<file path="src/cma_pkg.sv">
// shared types and constants of the centered moving average filter
`timescale 1ns / 1ps

package cma_pkg;

    // fixed field widths
    localparam int SAMPLE_W   = 16;
    localparam int AVG_W      = 24;
    localparam int WREQ_W     = 7;
    localparam int RLEN_W     = 21;
    localparam int CFG_ADDR_W = 1;
    localparam int CFG_DATA_W = 21;
    localparam int FRAC_BITS  = 8;

    // register indexes
    localparam logic [CFG_ADDR_W-1:0] REG_WINDOW_REQUEST = 1'd0;
    localparam logic [CFG_ADDR_W-1:0] REG_RECORD_LENGTH  = 1'd1;

    // register reset values
    localparam logic [WREQ_W-1:0] DEFAULT_WINDOW = 7'd3;
    localparam logic [RLEN_W-1:0] DEFAULT_RECORD = 21'd1;

    // commands from the controller to the datapath
    typedef struct packed {
        logic accept;      // input beat taken, latch sample
        logic start_rec;   // first sample of a record, latch record settings
        logic rd_issue;    // read delay line at the pointer
        logic upd_sample;  // add new sample, retire oldest, store sample
        logic upd_flush;   // retire oldest without a new sample
        logic div_start;   // launch the divider on the running sum
        logic load_out;    // move the quotient into the output register
        logic last;        // last flag for the loaded result
    } cma_cmd_t;

    // status from the datapath to the controller
    typedef struct packed {
        logic index_zero;  // next sample opens a record
        logic result_due;  // current sample produces a result
        logic rec_end;     // current sample closes the record
        logic half_zero;   // no trailing outputs in this record
        logic flush_done;  // all trailing outputs produced
        logic flush_final; // the next trailing output is the last one
        logic div_done;    // quotient ready
        logic out_free;    // output register can take a value
    } cma_sts_t;

endpackage

</file>
<file path="src/cma_divider.sv">
// restoring divider, one quotient bit per cycle
`timescale 1ns / 1ps

module cma_divider #(
    parameter int NUM_W = 33,
    parameter int DEN_W = 8
) (
    input  logic             aclk,
    input  logic             aresetn,
    input  logic             start,
    input  logic [NUM_W-1:0] dividend,
    input  logic [DEN_W-1:0] divisor,
    output logic [NUM_W-1:0] quotient,
    output logic             done
);
    localparam int CNT_W = $clog2(NUM_W + 1);

    logic [NUM_W-1:0] quo_reg, quo_next;
    logic [DEN_W-1:0] rem_reg, rem_next;
    logic [DEN_W-1:0] den_reg;
    logic [CNT_W-1:0] cnt_reg;
    logic             busy_reg;
    logic             done_reg;
    logic [DEN_W:0]   trial;
    logic             fits;

    // one shift-subtract step
    always_comb begin
        trial    = {rem_reg, quo_reg[NUM_W-1]};
        fits     = trial >= {1'b0, den_reg};
        rem_next = fits ? DEN_W'(trial - {1'b0, den_reg}) : trial[DEN_W-1:0];
        quo_next = {quo_reg[NUM_W-2:0], fits};
    end

    // control of the iteration
    always_ff @(posedge aclk) begin
        if (!aresetn) begin
            busy_reg <= 1'b0;
            done_reg <= 1'b0;
            cnt_reg  <= '0;
        end else begin
            done_reg <= 1'b0;
            if (start) begin
                busy_reg <= 1'b1;
                cnt_reg  <= '0;
            end else if (busy_reg) begin
                cnt_reg <= cnt_reg + CNT_W'(1);
                if (cnt_reg == CNT_W'(NUM_W - 1)) begin
                    busy_reg <= 1'b0;
                    done_reg <= 1'b1;
                end
            end
        end
    end

    // operand and partial result registers
    always_ff @(posedge aclk) begin
        if (start) begin
            quo_reg <= dividend;
            rem_reg <= '0;
            den_reg <= divisor;
        end else if (busy_reg) begin
            quo_reg <= quo_next;
            rem_reg <= rem_next;
        end
    end

    assign quotient = quo_reg;
    assign done     = done_reg;

endmodule

</file>
<file path="src/cma_datapath.sv">
// delay line, running sum, record counters, divider and output register
`timescale 1ns / 1ps

module cma_datapath #(
    parameter int MAX_WINDOW = 64,
    parameter int MAX_RECORD = 1048576
) (
    input  logic                          aclk,
    input  logic                          aresetn,
    input  logic                          cfg_wr_en,
    input  logic [cma_pkg::CFG_ADDR_W-1:0] cfg_addr,
    input  logic [cma_pkg::CFG_DATA_W-1:0] cfg_wr_data,
    input  logic [cma_pkg::SAMPLE_W-1:0]  sample,
    input  logic                          m_tready,
    output logic [cma_pkg::AVG_W-1:0]     average,
    output logic                          last_of_record,
    output logic                          m_tvalid,
    input  cma_pkg::cma_cmd_t             cmd,
    output cma_pkg::cma_sts_t             sts
);
    import cma_pkg::*;

    localparam int PTR_W = $clog2(MAX_WINDOW);
    localparam int WIN_W = $clog2(MAX_WINDOW + 1);
    localparam int LEN_W = $clog2(MAX_RECORD + 1);
    localparam int SUM_W = SAMPLE_W + PTR_W + 1;
    localparam int NUM_W = SUM_W + FRAC_BITS + 2;
    localparam int DEN_W = WIN_W + 1;

    // configuration registers
    logic [WREQ_W-1:0] win_req_reg;
    logic [RLEN_W-1:0] rec_cfg_reg;

    // record state
    logic [WIN_W-1:0]  win_reg;
    logic [WIN_W-1:0]  half_reg;
    logic [LEN_W-1:0]  rec_len_reg;
    logic [LEN_W-1:0]  index_reg;
    logic [PTR_W-1:0]  ptr_reg;
    logic              filled_reg;
    logic [WIN_W-1:0]  fcnt_reg;
    logic signed [SUM_W-1:0]    sum_reg;
    logic signed [SAMPLE_W-1:0] x_reg;

    // delay line memory
    logic signed [SAMPLE_W-1:0] line_mem [MAX_WINDOW];
    logic signed [SAMPLE_W-1:0] rd_reg;

    // division operands and output
    logic              neg_reg;
    logic [AVG_W-1:0]  avg_reg;
    logic              last_reg;
    logic              valid_reg;

    logic [31:0]       len32, win32;
    logic [LEN_W-1:0]  len_c;
    logic [WIN_W-1:0]  win_c;
    logic [WIN_W-1:0]  ptr_inc;
    logic              ptr_wrap;
    logic signed [SUM_W-1:0] old_val;
    logic [SUM_W-1:0]  mag;
    logic [NUM_W-1:0]  num;
    logic [DEN_W-1:0]  den;
    logic [NUM_W-1:0]  quo;
    logic [AVG_W-1:0]  quo_low;
    logic              div_done;

    // settings of a new record from the registers
    always_comb begin
        len32 = 32'(rec_cfg_reg);
        if (len32 == 32'd0) begin
            len32 = 32'd1;
        end
        if (len32 > 32'(MAX_RECORD)) begin
            len32 = 32'(MAX_RECORD);
        end
        win32 = 32'(win_req_reg);
        if (win32 < 32'd1 || win32 > len32 || win32 > 32'(MAX_WINDOW)) begin
            win32 = 32'd1;
        end
        len_c = LEN_W'(len32);
        win_c = WIN_W'(win32);
    end

    // pointer wrap and oldest sample
    assign ptr_inc  = WIN_W'(ptr_reg) + WIN_W'(1);
    assign ptr_wrap = ptr_inc == win_reg;
    assign old_val  = filled_reg ? SUM_W'(rd_reg) : '0;

    // configuration writes
    always_ff @(posedge aclk) begin
        if (!aresetn) begin
            win_req_reg <= DEFAULT_WINDOW;
            rec_cfg_reg <= DEFAULT_RECORD;
        end else if (cfg_wr_en) begin
            case (cfg_addr)
                REG_WINDOW_REQUEST: win_req_reg <= cfg_wr_data[WREQ_W-1:0];
                REG_RECORD_LENGTH:  rec_cfg_reg <= cfg_wr_data[RLEN_W-1:0];
                default: ;
            endcase
        end
    end

    // record state, pointer and running sum
    always_ff @(posedge aclk) begin
        if (!aresetn) begin
            win_reg     <= WIN_W'(1);
            half_reg    <= '0;
            rec_len_reg <= LEN_W'(1);
            index_reg   <= '0;
            ptr_reg     <= '0;
            filled_reg  <= 1'b0;
            fcnt_reg    <= '0;
            sum_reg     <= '0;
        end else begin
            if (cmd.start_rec) begin
                win_reg     <= win_c;
                half_reg    <= win_c >> 1;
                rec_len_reg <= len_c;
                ptr_reg     <= '0;
                filled_reg  <= 1'b0;
                sum_reg     <= '0;
            end
            if (cmd.upd_sample) begin
                sum_reg  <= sum_reg + SUM_W'(x_reg) - old_val;
                ptr_reg  <= ptr_wrap ? '0 : ptr_inc[PTR_W-1:0];
                fcnt_reg <= '0;
                if (ptr_wrap) begin
                    filled_reg <= 1'b1;
                end
                index_reg <= sts.rec_end ? '0 : index_reg + LEN_W'(1);
            end
            if (cmd.upd_flush) begin
                sum_reg  <= sum_reg - SUM_W'(rd_reg);
                ptr_reg  <= ptr_wrap ? '0 : ptr_inc[PTR_W-1:0];
                fcnt_reg <= fcnt_reg + WIN_W'(1);
            end
        end
    end

    // input sample latch
    always_ff @(posedge aclk) begin
        if (cmd.accept) begin
            x_reg <= $signed(sample);
        end
    end

    // delay line write and registered read
    always_ff @(posedge aclk) begin
        if (cmd.upd_sample) begin
            line_mem[ptr_reg] <= x_reg;
        end
        if (cmd.rd_issue) begin
            rd_reg <= line_mem[ptr_reg];
        end
    end

    // rounded division operands: (2*|sum|*256 + W) / (2*W)
    assign mag = sum_reg[SUM_W-1] ? SUM_W'(-sum_reg) : SUM_W'(sum_reg);
    assign num = (NUM_W'(mag) << (FRAC_BITS + 1)) + NUM_W'(win_reg);
    assign den = {win_reg, 1'b0};

    always_ff @(posedge aclk) begin
        if (cmd.div_start) begin
            neg_reg <= sum_reg[SUM_W-1];
        end
    end

    cma_divider #(
        .NUM_W (NUM_W),
        .DEN_W (DEN_W)
    ) u_div (
        .aclk     (aclk),
        .aresetn  (aresetn),
        .start    (cmd.div_start),
        .dividend (num),
        .divisor  (den),
        .quotient (quo),
        .done     (div_done)
    );

    assign quo_low = quo[AVG_W-1:0];

    // output register
    always_ff @(posedge aclk) begin
        if (!aresetn) begin
            valid_reg <= 1'b0;
        end else if (cmd.load_out) begin
            valid_reg <= 1'b1;
        end else if (m_tready) begin
            valid_reg <= 1'b0;
        end
    end

    always_ff @(posedge aclk) begin
        if (cmd.load_out) begin
            avg_reg  <= neg_reg ? AVG_W'(-quo_low) : quo_low;
            last_reg <= cmd.last;
        end
    end

    assign average        = avg_reg;
    assign last_of_record = last_reg;
    assign m_tvalid       = valid_reg;

    // status toward the controller
    always_comb begin
        sts.index_zero  = index_reg == '0;
        sts.result_due  = 32'(index_reg) >= 32'(half_reg);
        sts.rec_end     = index_reg == rec_len_reg - LEN_W'(1);
        sts.half_zero   = half_reg == '0;
        sts.flush_done  = fcnt_reg == half_reg;
        sts.flush_final = fcnt_reg + WIN_W'(1) == half_reg;
        sts.div_done    = div_done;
        sts.out_free    = !valid_reg || m_tready;
    end

endmodule

</file>
<file path="src/cma_ctrl.sv">
// controller that sequences sample update, trailing flush and division
`timescale 1ns / 1ps

module cma_ctrl (
    input  logic              aclk,
    input  logic              aresetn,
    input  logic              s_tvalid,
    output logic              s_tready,
    input  cma_pkg::cma_sts_t sts,
    output cma_pkg::cma_cmd_t cmd
);
    import cma_pkg::*;

    typedef enum logic [2:0] {
        S_IDLE,
        S_READ,
        S_UPD,
        S_DSTART,
        S_DWAIT,
        S_LOAD,
        S_FREAD,
        S_FUPD
    } state_t;

    state_t state_reg;
    logic   flush_pend_reg;
    logic   last_reg;

    // state and flags
    always_ff @(posedge aclk) begin
        if (!aresetn) begin
            state_reg      <= S_IDLE;
            flush_pend_reg <= 1'b0;
            last_reg       <= 1'b0;
        end else begin
            case (state_reg)
                S_IDLE: begin
                    if (s_tvalid) begin
                        state_reg <= S_READ;
                    end
                end
                S_READ: state_reg <= S_UPD;
                S_UPD: begin
                    flush_pend_reg <= sts.rec_end && !sts.half_zero;
                    last_reg       <= sts.rec_end && sts.half_zero;
                    if (sts.result_due) begin
                        state_reg <= S_DSTART;
                    end else if (sts.rec_end && !sts.half_zero) begin
                        state_reg <= S_FREAD;
                    end else begin
                        state_reg <= S_IDLE;
                    end
                end
                S_DSTART: state_reg <= S_DWAIT;
                S_DWAIT: begin
                    if (sts.div_done) begin
                        state_reg <= S_LOAD;
                    end
                end
                S_LOAD: begin
                    if (sts.out_free) begin
                        if (flush_pend_reg && !sts.flush_done) begin
                            state_reg <= S_FREAD;
                        end else begin
                            flush_pend_reg <= 1'b0;
                            state_reg      <= S_IDLE;
                        end
                    end
                end
                S_FREAD: state_reg <= S_FUPD;
                S_FUPD: begin
                    last_reg  <= sts.flush_final;
                    state_reg <= S_DSTART;
                end
                default: state_reg <= S_IDLE;
            endcase
        end
    end

    // command decode
    always_comb begin
        s_tready       = state_reg == S_IDLE;
        cmd.accept     = s_tready && s_tvalid;
        cmd.start_rec  = cmd.accept && sts.index_zero;
        cmd.rd_issue   = state_reg == S_READ || state_reg == S_FREAD;
        cmd.upd_sample = state_reg == S_UPD;
        cmd.upd_flush  = state_reg == S_FUPD;
        cmd.div_start  = state_reg == S_DSTART;
        cmd.load_out   = state_reg == S_LOAD && sts.out_free;
        cmd.last       = last_reg;
    end

endmodule

</file>
<file path="src/centered_moving_average.sv">
// top level of the centered moving average filter
//
//  channel  | direction | handshake          | content
//  ---------+-----------+--------------------+-------------------------------------
//  s_       | in        | s_tvalid/s_tready  | tdata[15:0] sample
//  m_       | out       | m_tvalid/m_tready  | tdata[23:0] average, tlast last_of_record
//  cfg_     | in        | cfg_wr_en          | cfg_addr register index, cfg_wr_data
//
// a sample goes through accept, delay line read and sum update; each result then
// adds a divide by the bit-serial divider over the NUM_W = 27 + clog2(MAX_WINDOW)
// bit dividend (NUM_W = 33 for MAX_WINDOW = 64) and a load into the output register
// the last sample adds half the window of trailing results, each with its own
// delay line read and sum update
// reset is synchronous, active low, and returns to the first sample of a record
// a result waits in the output register under m_tready low; the next beat is
// taken only after the previous sample's results are in that register
`timescale 1ns / 1ps

module centered_moving_average #(
    parameter int MAX_WINDOW = 64,
    parameter int MAX_RECORD = 1048576
) (
    input  logic                           aclk,
    input  logic                           aresetn,
    // configuration writes
    input  logic                           cfg_wr_en,
    input  logic [cma_pkg::CFG_ADDR_W-1:0] cfg_addr,
    input  logic [cma_pkg::CFG_DATA_W-1:0] cfg_wr_data,
    // input samples
    input  logic                           s_tvalid,
    output logic                           s_tready,
    input  logic [15:0]                    s_tdata,   // [15:0] sample
    // averaged results
    output logic                           m_tvalid,
    input  logic                           m_tready,
    output logic [23:0]                    m_tdata,   // [23:0] average
    output logic                           m_tlast
);
    import cma_pkg::*;

    cma_cmd_t cmd;
    cma_sts_t sts;

    cma_ctrl u_ctrl (
        .aclk     (aclk),
        .aresetn  (aresetn),
        .s_tvalid (s_tvalid),
        .s_tready (s_tready),
        .sts      (sts),
        .cmd      (cmd)
    );

    cma_datapath #(
        .MAX_WINDOW (MAX_WINDOW),
        .MAX_RECORD (MAX_RECORD)
    ) u_dp (
        .aclk           (aclk),
        .aresetn        (aresetn),
        .cfg_wr_en      (cfg_wr_en),
        .cfg_addr       (cfg_addr),
        .cfg_wr_data    (cfg_wr_data),
        .sample         (s_tdata),
        .m_tready       (m_tready),
        .average        (m_tdata),
        .last_of_record (m_tlast),
        .m_tvalid       (m_tvalid),
        .cmd            (cmd),
        .sts            (sts)
    );

endmodule

</file>
<file path="config.mk">
export PLATFORM = sky130hd
export DESIGN_NAME = centered_moving_average
export DESIGN_NICKNAME = d
export VERILOG_FILES = /design/src/cma_pkg.sv /design/src/cma_divider.sv /design/src/cma_datapath.sv /design/src/cma_ctrl.sv /design/src/centered_moving_average.sv
export SDC_FILE = /design/constraint.sdc
export NUM_CORES = 2
export LEC_CHECK = 0
export ABC_AREA = 1
export BUFFER_PORTS_ARGS = -buffer_cell sky130_fd_sc_hd__buf_2
export CORE_UTILIZATION = 50
export DETAILED_ROUTE_END_ITERATION = 12
export PLACE_DENSITY = 0.62
export SYNTH_ARGS = -nofsm -noshare
export SYNTH_HDL_FRONTEND = slang
export SYNTH_SLANG_ARGS = --single-unit
</file>
<file path="constraint.sdc">
create_clock -name aclk -period 9 [get_ports aclk]
set_input_delay 0.9 -clock aclk [delete_from_list [all_inputs] [get_ports aclk]]
set_output_delay 0.9 -clock aclk [all_outputs]
set_load 0.01 [all_outputs]
</file>
======== Word level (Yosys, flattened, before mapping) ========
Memory sizes are Yosys's and may differ from the RTL's. A register that Yosys moved wholly into a read port is not among the register bits.
Index checks and enable logic that the tools add are counted.
storage, ports and cells
  memories ................................ 1
  register bits ........................... 224
  bits in latches ......................... 0
  memory bits (read-only) ................. 0
  RAM bits ................................ 1024
  input port bits ......................... 43
  output and inout bits ................... 27
  logic and storage cells ................. 131
operators by class
  bitwise gates (word level) .............. 3
  $lt $le $gt $ge ......................... 6
  $mul .................................... 0
  equality and inequality tests ........... 16
  $add $sub $neg .......................... 12
  multiplexer cells ....................... 41
  shifts and indexed selects .............. 0
  divide/modulo/power cells ............... 0
  reduce and logical (&&, ||, !) cells .... 28
memory list
  memory         words  bits a word  read ports  clocked after memory_dff  wr ports  line                RTL
  u_dp.line_mem  64     16           1           1                         1         cma_datapath.sv:46  logic signed [SAMPLE_W-1:0] line_mem [MAX_WINDOW];
operator list
  cell                     number
  $mux W23                 5
  $mux W33                 2
  $logic_not A21 Y1        2
  $mux W21                 2
  $add A32 B7 Y33          1
  $gt A7 B32 Y1            1
  $mux W32                 1
  $mux W24                 1
  $mux W6                  4
  $neg A24 Y24             1
  $pmux W3 S8              1
  $add A23 B16 Y23         1
  $neg A23 Y23             1
  $sub A23 B16 Y23         1
  $sub A23 B23 Y23         1
  $add A21 B1 Y21 const B  1
  $eq A21 B21 Y1           1
  $ge A21 B6 Y1            1
  $gt A21 B21 Y1 const B   1
  $mux W7                  3
  $sub A21 B1 Y21 const B  1
  $mux W3                  6
  $eq A7 B6 Y1             2
  $mux W1                  13
  28 further kinds         52

======== Longest topological paths before layout ========
  depth after elaboration ................. 8
  depth in mapped cells ................... 22
  depth with buffers taken out ............ 21

======== By module ========
From an unflattened synthesis, not the netlist that was laid out.
unflattened totals
  cell total of the unflattened synthesis .. 4704
  area total of the unflattened synthesis .. 54149.4 um2
by module, submodules not included
  module        cells an instance  area an instance (um2)  sequential area each (um2)  instances
  cma_datapath  4293               50828.7                 34793.4                     1
  cma_divider   339                2890.3                  1551.5                      1
  cma_ctrl      72                 430.4                   100.1                       1

======== Least setup slack after synthesis ========
Ideal clock, no wire load.
  kind .................................... flip-flop to flip-flop
  start point ............................. register u_dp.x_reg[15]
  end point ............................... register u_dp.sum_reg[21]
  arrival ................................. 3.668 ns
  path slack .............................. 5.217 ns
  cell stages (with the launch flop) ...... 16
  path through ............................ edfxtp_1 inv_1 fa_1 inv_1 ha_1 nand2_1 nor4_1 nand4_1 nand3_1 nand3_1 nand2_1 a21oi_1 o21ai_0 nand2_1 o21ai_0 inv_1
on the way
  longest elaborated chain between the ends .. 4
ends and longest elaborated chain
  element                 line                 RTL
  start, declared         cma_datapath.sv:43   logic signed [SAMPLE_W-1:0] x_reg;
  start signal, assigned  cma_datapath.sv:144  x_reg <= $signed(sample);
  $add A23 B16 Y23        cma_datapath.sv:125  sum_reg <= sum_reg + SUM_W'(x_reg) - old_val;
  $sub A23 B23 Y23        cma_datapath.sv:125
  $mux W23                cma_datapath.sv:124  if (cmd.upd_sample) begin
  $mux W23                cma_datapath.sv:133  if (cmd.upd_flush) begin
  end signal, assigned    cma_datapath.sv:125
  end signal, assigned    cma_datapath.sv:134  sum_reg <= sum_reg - SUM_W'(rd_reg);
  end, declared           cma_datapath.sv:42   logic signed [SUM_W-1:0] sum_reg;
No other way between the ends.
A chain may end at the register's enable or synchronous reset.

======== Worst setup path after layout ========
Same ends and word-level chain as after synthesis.

==> flow_metrics.env <==
export IMPL_worst_hold_slack_ns=0.3241
export IMPL_top_usage_layer="met2"
export IMPL_finalWirelength_mm=145.3
export IMPL_status="complete, no violations"
export IMPL_critical_path_startpoint_type="flop"
export IMPL_grt_usage_pct=27.15
export IMPL_drv_cap=0
export IMPL_clkLatencyLatePin_ns=0.76
export IMPL_grt_pass1_vias=33525
export IMPL_grt_overflow=0
export IMPL_start_util_pct=50.72
export IMPL_syn_cell_area_um2=52870
export IMPL_initialDrtViolationCount=3955
export IMPL_clkPwrFrac_pct=37.9
export IMPL_ff2ff_path_depth=16
export IMPL_relSlewSlack_pct=23.64
export IMPL_syn_avg_cell_area_um2=12.28
export IMPL_synth_edff_count=1122
export IMPL_combPwrFrac_pct=12.7
export IMPL_hold_buffers=0
export IMPL_cts_resized=0
export IMPL_met1_usage_pct=38.17
export IMPL_finalSetupViolCount=0
export IMPL_num_vias=34963
export IMPL_synth_cells=4305
export IMPL_seq_power_share_pct=49.5
export IMPL_synth_cell_types=58
export IMPL_crit_path_cell_trace="buf_4 > inv_1 > fa_1 > inv_1 > ha_1 > nand2_1 > nor4_1 > nand4_1 > nand3_1 > nand3_1 > nand2_1 > a21oi_1 > o21ai_0 > nand2_1 > o21ai_0 > inv_1"
export IMPL_cts_buffer_depth=3
export IMPL_finalMaxSlewViolations=0
export IMPL_ctsHtreeMaxLevel=4
export IMPL_path_clk_slew_ns=0.06
export IMPL_vias_per_cell=5.903
export IMPL_grt_pass1_wl_mm=215.7
export IMPL_ys_warnings_count=0
export IMPL_arrival_ns=4.69
export IMPL_cp_required_ns=9.63
export IMPL_slowest_stage="fa_1"
export IMPL_ant_nets=0
export IMPL_ys_ff_latch=1258
export IMPL_die_h_um=327.2
export IMPL_place_hpwl_mm=86.95
export IMPL_p_sw_share_pct=26.18
export IMPL_crit_fanout=66
export IMPL_area_growth_pct=11.98
export IMPL_worst_pin_slew_ns=1.144
export IMPL_port_buffers=69
export IMPL_grt_setup_unrepaired="false"
export IMPL_post_route_period_util_pct=45.12
export IMPL_ioPinCount=70
export IMPL_power_density_nw_per_um2=229.3
export IMPL_core_area_um2=104200
export IMPL_critPathBufInv=4
export IMPL_p_int_mw=10.02
export IMPL_setup_tns_ns=0
export IMPL_firstDrtPassIters=6
export IMPL_p_sw_mw=3.554
export IMPL_critPathTopFamily="simple AND/OR/NAND/NOR gates"
export IMPL_peakVddDrop_mv=0.1478
export IMPL_layout_nets=4586
export IMPL_regArea_um2=36410
export IMPL_hold_violations=0
export IMPL_ys_flop_type="edfxtp_1"
export IMPL_post_place_cells=5689
export IMPL_crit_path_end_kind="flop"
export IMPL_numCtsBuffers=133
export IMPL_max_freq_mhz=246.3
export IMPL_worst_setup_path_type="reg2reg"
export IMPL_met2_usage_pct=43.14
export IMPL_grt_max_degree=111
export IMPL_top_register="u_dp.line_mem"
export IMPL_postCtsSetupBuffers=0
export IMPL_max_stage_delay_ns=0.64
export IMPL_dieArea_um2=107000
export IMPL_cts_tree="done"
export IMPL_drive_gt1_share_pct=9.621
export IMPL_fp_dieW_um=327.2
export IMPL_fin_cells=5923
export IMPL_finalClockSkew_ns=0.02806
export IMPL_cts_root_buf="clkbuf_16"
export IMPL_use_met3_pct=4.608
export IMPL_drc=0
export IMPL_synthArstFlopShare_pct=0
export IMPL_yosysSeqAreaShare_pct=68.88
export IMPL_hold_class="in2reg"
export IMPL_post_drt_wl_per_cell_um=24.53
export IMPL_clock_sinks=1258
export IMPL_place_gp_congestion=0.9178
export IMPL_n_fill_cell=8641
export IMPL_fp_row_count=118
export IMPL_largest_register_ffs=1024
export IMPL_fin_crit_ns=4.061
export IMPL_worstHoldPathCells=1
export IMPL_syn_nets=4447
export IMPL_finalPower_mw=13.57
export IMPL_p_leak_nw=21.11
export IMPL_path_depth=16
export IMPL_multi_input_area_um2=14350
export IMPL_grt_antenna_before_repair=2
-- layer usage --
metal | wire [um] | up-vias
met5 | 0 | -
met3 | 11110 | 237
li1 | - | 15960
met1 | 62890 | 17351
met4 | 4083 | 0
met2 | 67240 | 1415
-- per-stage QoR --
stage	utilization [%]	instance area, um2	setup WS (ns)
detailed placement	52.91	55160	5.029
finish	56.79	59200	4.939
global route	56.79	59200	4.605
CTS	56.79	59200	5.011
floorplan	-	52870	5.217
global placement	52.91	55160	5.119
-- power groups by stage --
| stage | clock (mW) | sequential [mW] | combinational [mW] |
|---|---|---|---|
| floorplan | 0 | 6.87 | 1.08 |
| global placement | 0 | 6.83 | 1.68 |
| detailed placement | 0 | 6.83 | 1.70 |
| CTS | 5.22 | 6.71 | 1.70 |
| global route | 5.42 | 6.72 | 1.92 |
| finish | 5.14 | 6.71 | 1.72 |
-- cell families (layout without fill, tap and decap cells) --
kind of cell / after synthesis / count (layout) / synth area share [%]
other: 0 / 1 / 0
xor gates and xnor gates: 105 / 105 / 1.740
AOI/OAI and AO/OA: 788 / 788 / 9.978
buffers and inverters: 559 / 796 / 4.130
and+or+nand+nor: 1496 / 1496 / 12.59
DFF: 1258 / 1258 / 68.88
adders and majority gates: 99 / 99 / 2.684
-- cell usage after synthesis (3+ instances only) --
master	n	share of area, %
edfxtp_1	1122	64
nand2_1	809	5.7
inv_1	361	2.6
nor2_1	253	1.8
a21oi_1	182	1.7
nand4_1	180	2.1
o21ai_0	162	1.5
a22oi_1	144	2.0
dfxtp_1	136	5.2
a221oi_1	109	1.8
nand3_1	108	1.0
clkbuf_1	97	0.69
a22o_1	94	1.6
xor2_1	77	1.3
ha_1	75	1.8
buf_2	56	0.53
nor3_1	51	0.48
xnor2_1	28	0.46
fa_1	24	0.91
o211ai_1	21	0.30
buf_1	20	0.14
inv_2	18	0.13
nor4_1	15	0.18
or2_1	14	0.17
nor2_2	12	0.14
a31oi_1	11	0.13
o21ai_1	11	0.10
or2_2	11	0.13
a21o_1	10	0.14
a211oi_1	9	0.13
o22ai_1	9	0.11
nand3b_1	8	0.11
nand2_2	7	0.083
o21a_1	7	0.099
clkinv_1	5	0.036
nand3_2	5	0.095
nor2_4	4	0.085
nor3b_1	4	0.057
nor4_2	4	0.095
o2111ai_1	4	0.066
a21boi_0	3	0.043
nor3_2	3	0.057
o21bai_1	3	0.043
-- worst reg2reg max path: cells and delay by family, from the launching register on --
| family | cells | cell delay, ns |
|---|---|---|
| and+or+nand+nor | 7 | 1.18 |
| buffers and inverters | 4 | 1.12 |
| adders and majority gates | 2 | 0.99 |
| AOI/OAI and AO/OA | 3 | 0.33 |
| DFF | 1 | 0.32 |
-- layout by cell type (no fill, tap or decap), types with 28 or more instances in the layout --
| cell type | netlist | final |
|---|---|---|
| a21oi_1 | 182 | 182 |
| a221oi_1 | 109 | 109 |
| a22o_1 | 94 | 94 |
| a22oi_1 | 144 | 144 |
| buf_2 | 56 | 69 |
| buf_4 | 0 | 107 |
| clkbuf_1 | 97 | 37 |
| clkbuf_16 | 0 | 139 |
| clkinv_1 | 5 | 32 |
| dfxtp_1 | 136 | 136 |
| edfxtp_1 | 1122 | 1122 |
| ha_1 | 75 | 75 |
| inv_1 | 361 | 361 |
| nand2_1 | 809 | 809 |
| nand3_1 | 108 | 108 |
| nand4_1 | 180 | 180 |
| nor2_1 | 253 | 246 |
| nor3_1 | 51 | 41 |
| o21ai_0 | 162 | 162 |
| xnor2_1 | 28 | 28 |
| xor2_1 | 77 | 77 |
-- path summary, 6_finish.rpt --
check,start,to,slack [ns]
setup reg to reg,u_dp.x_reg[15]$_DFFE_PP_,u_dp.sum_reg[21]$_SDFFE_PN0P_,4.94
hold / removal,s_tdata[2],u_dp.x_reg[2]$_DFFE_PP_,0.32
hold reg to reg,u_dp.rec_cfg_reg[5]$_SDFFE_PN0P_,u_dp.rec_cfg_reg[5]$_SDFFE_PN0P_,0.47
setup / recovery,u_dp.x_reg[15]$_DFFE_PP_,u_dp.sum_reg[21]$_SDFFE_PN0P_,4.94
-- cell type report --
cell class | instances | area share (%)
Multi-Input combinational cell | 2488 | 24.24
Clock inverter | 54 | 0.6467
Clock buffer | 179 | 6.180
Sequential cell | 1258 | 61.51
Timing Repair Buffer | 179 | 2.042
Inverter | 384 | 2.456
Antenna cell | 1 | 0.004227
Tap cell | 1380 | 2.917
No activity file was read; power rests on OpenSTA's default activity.
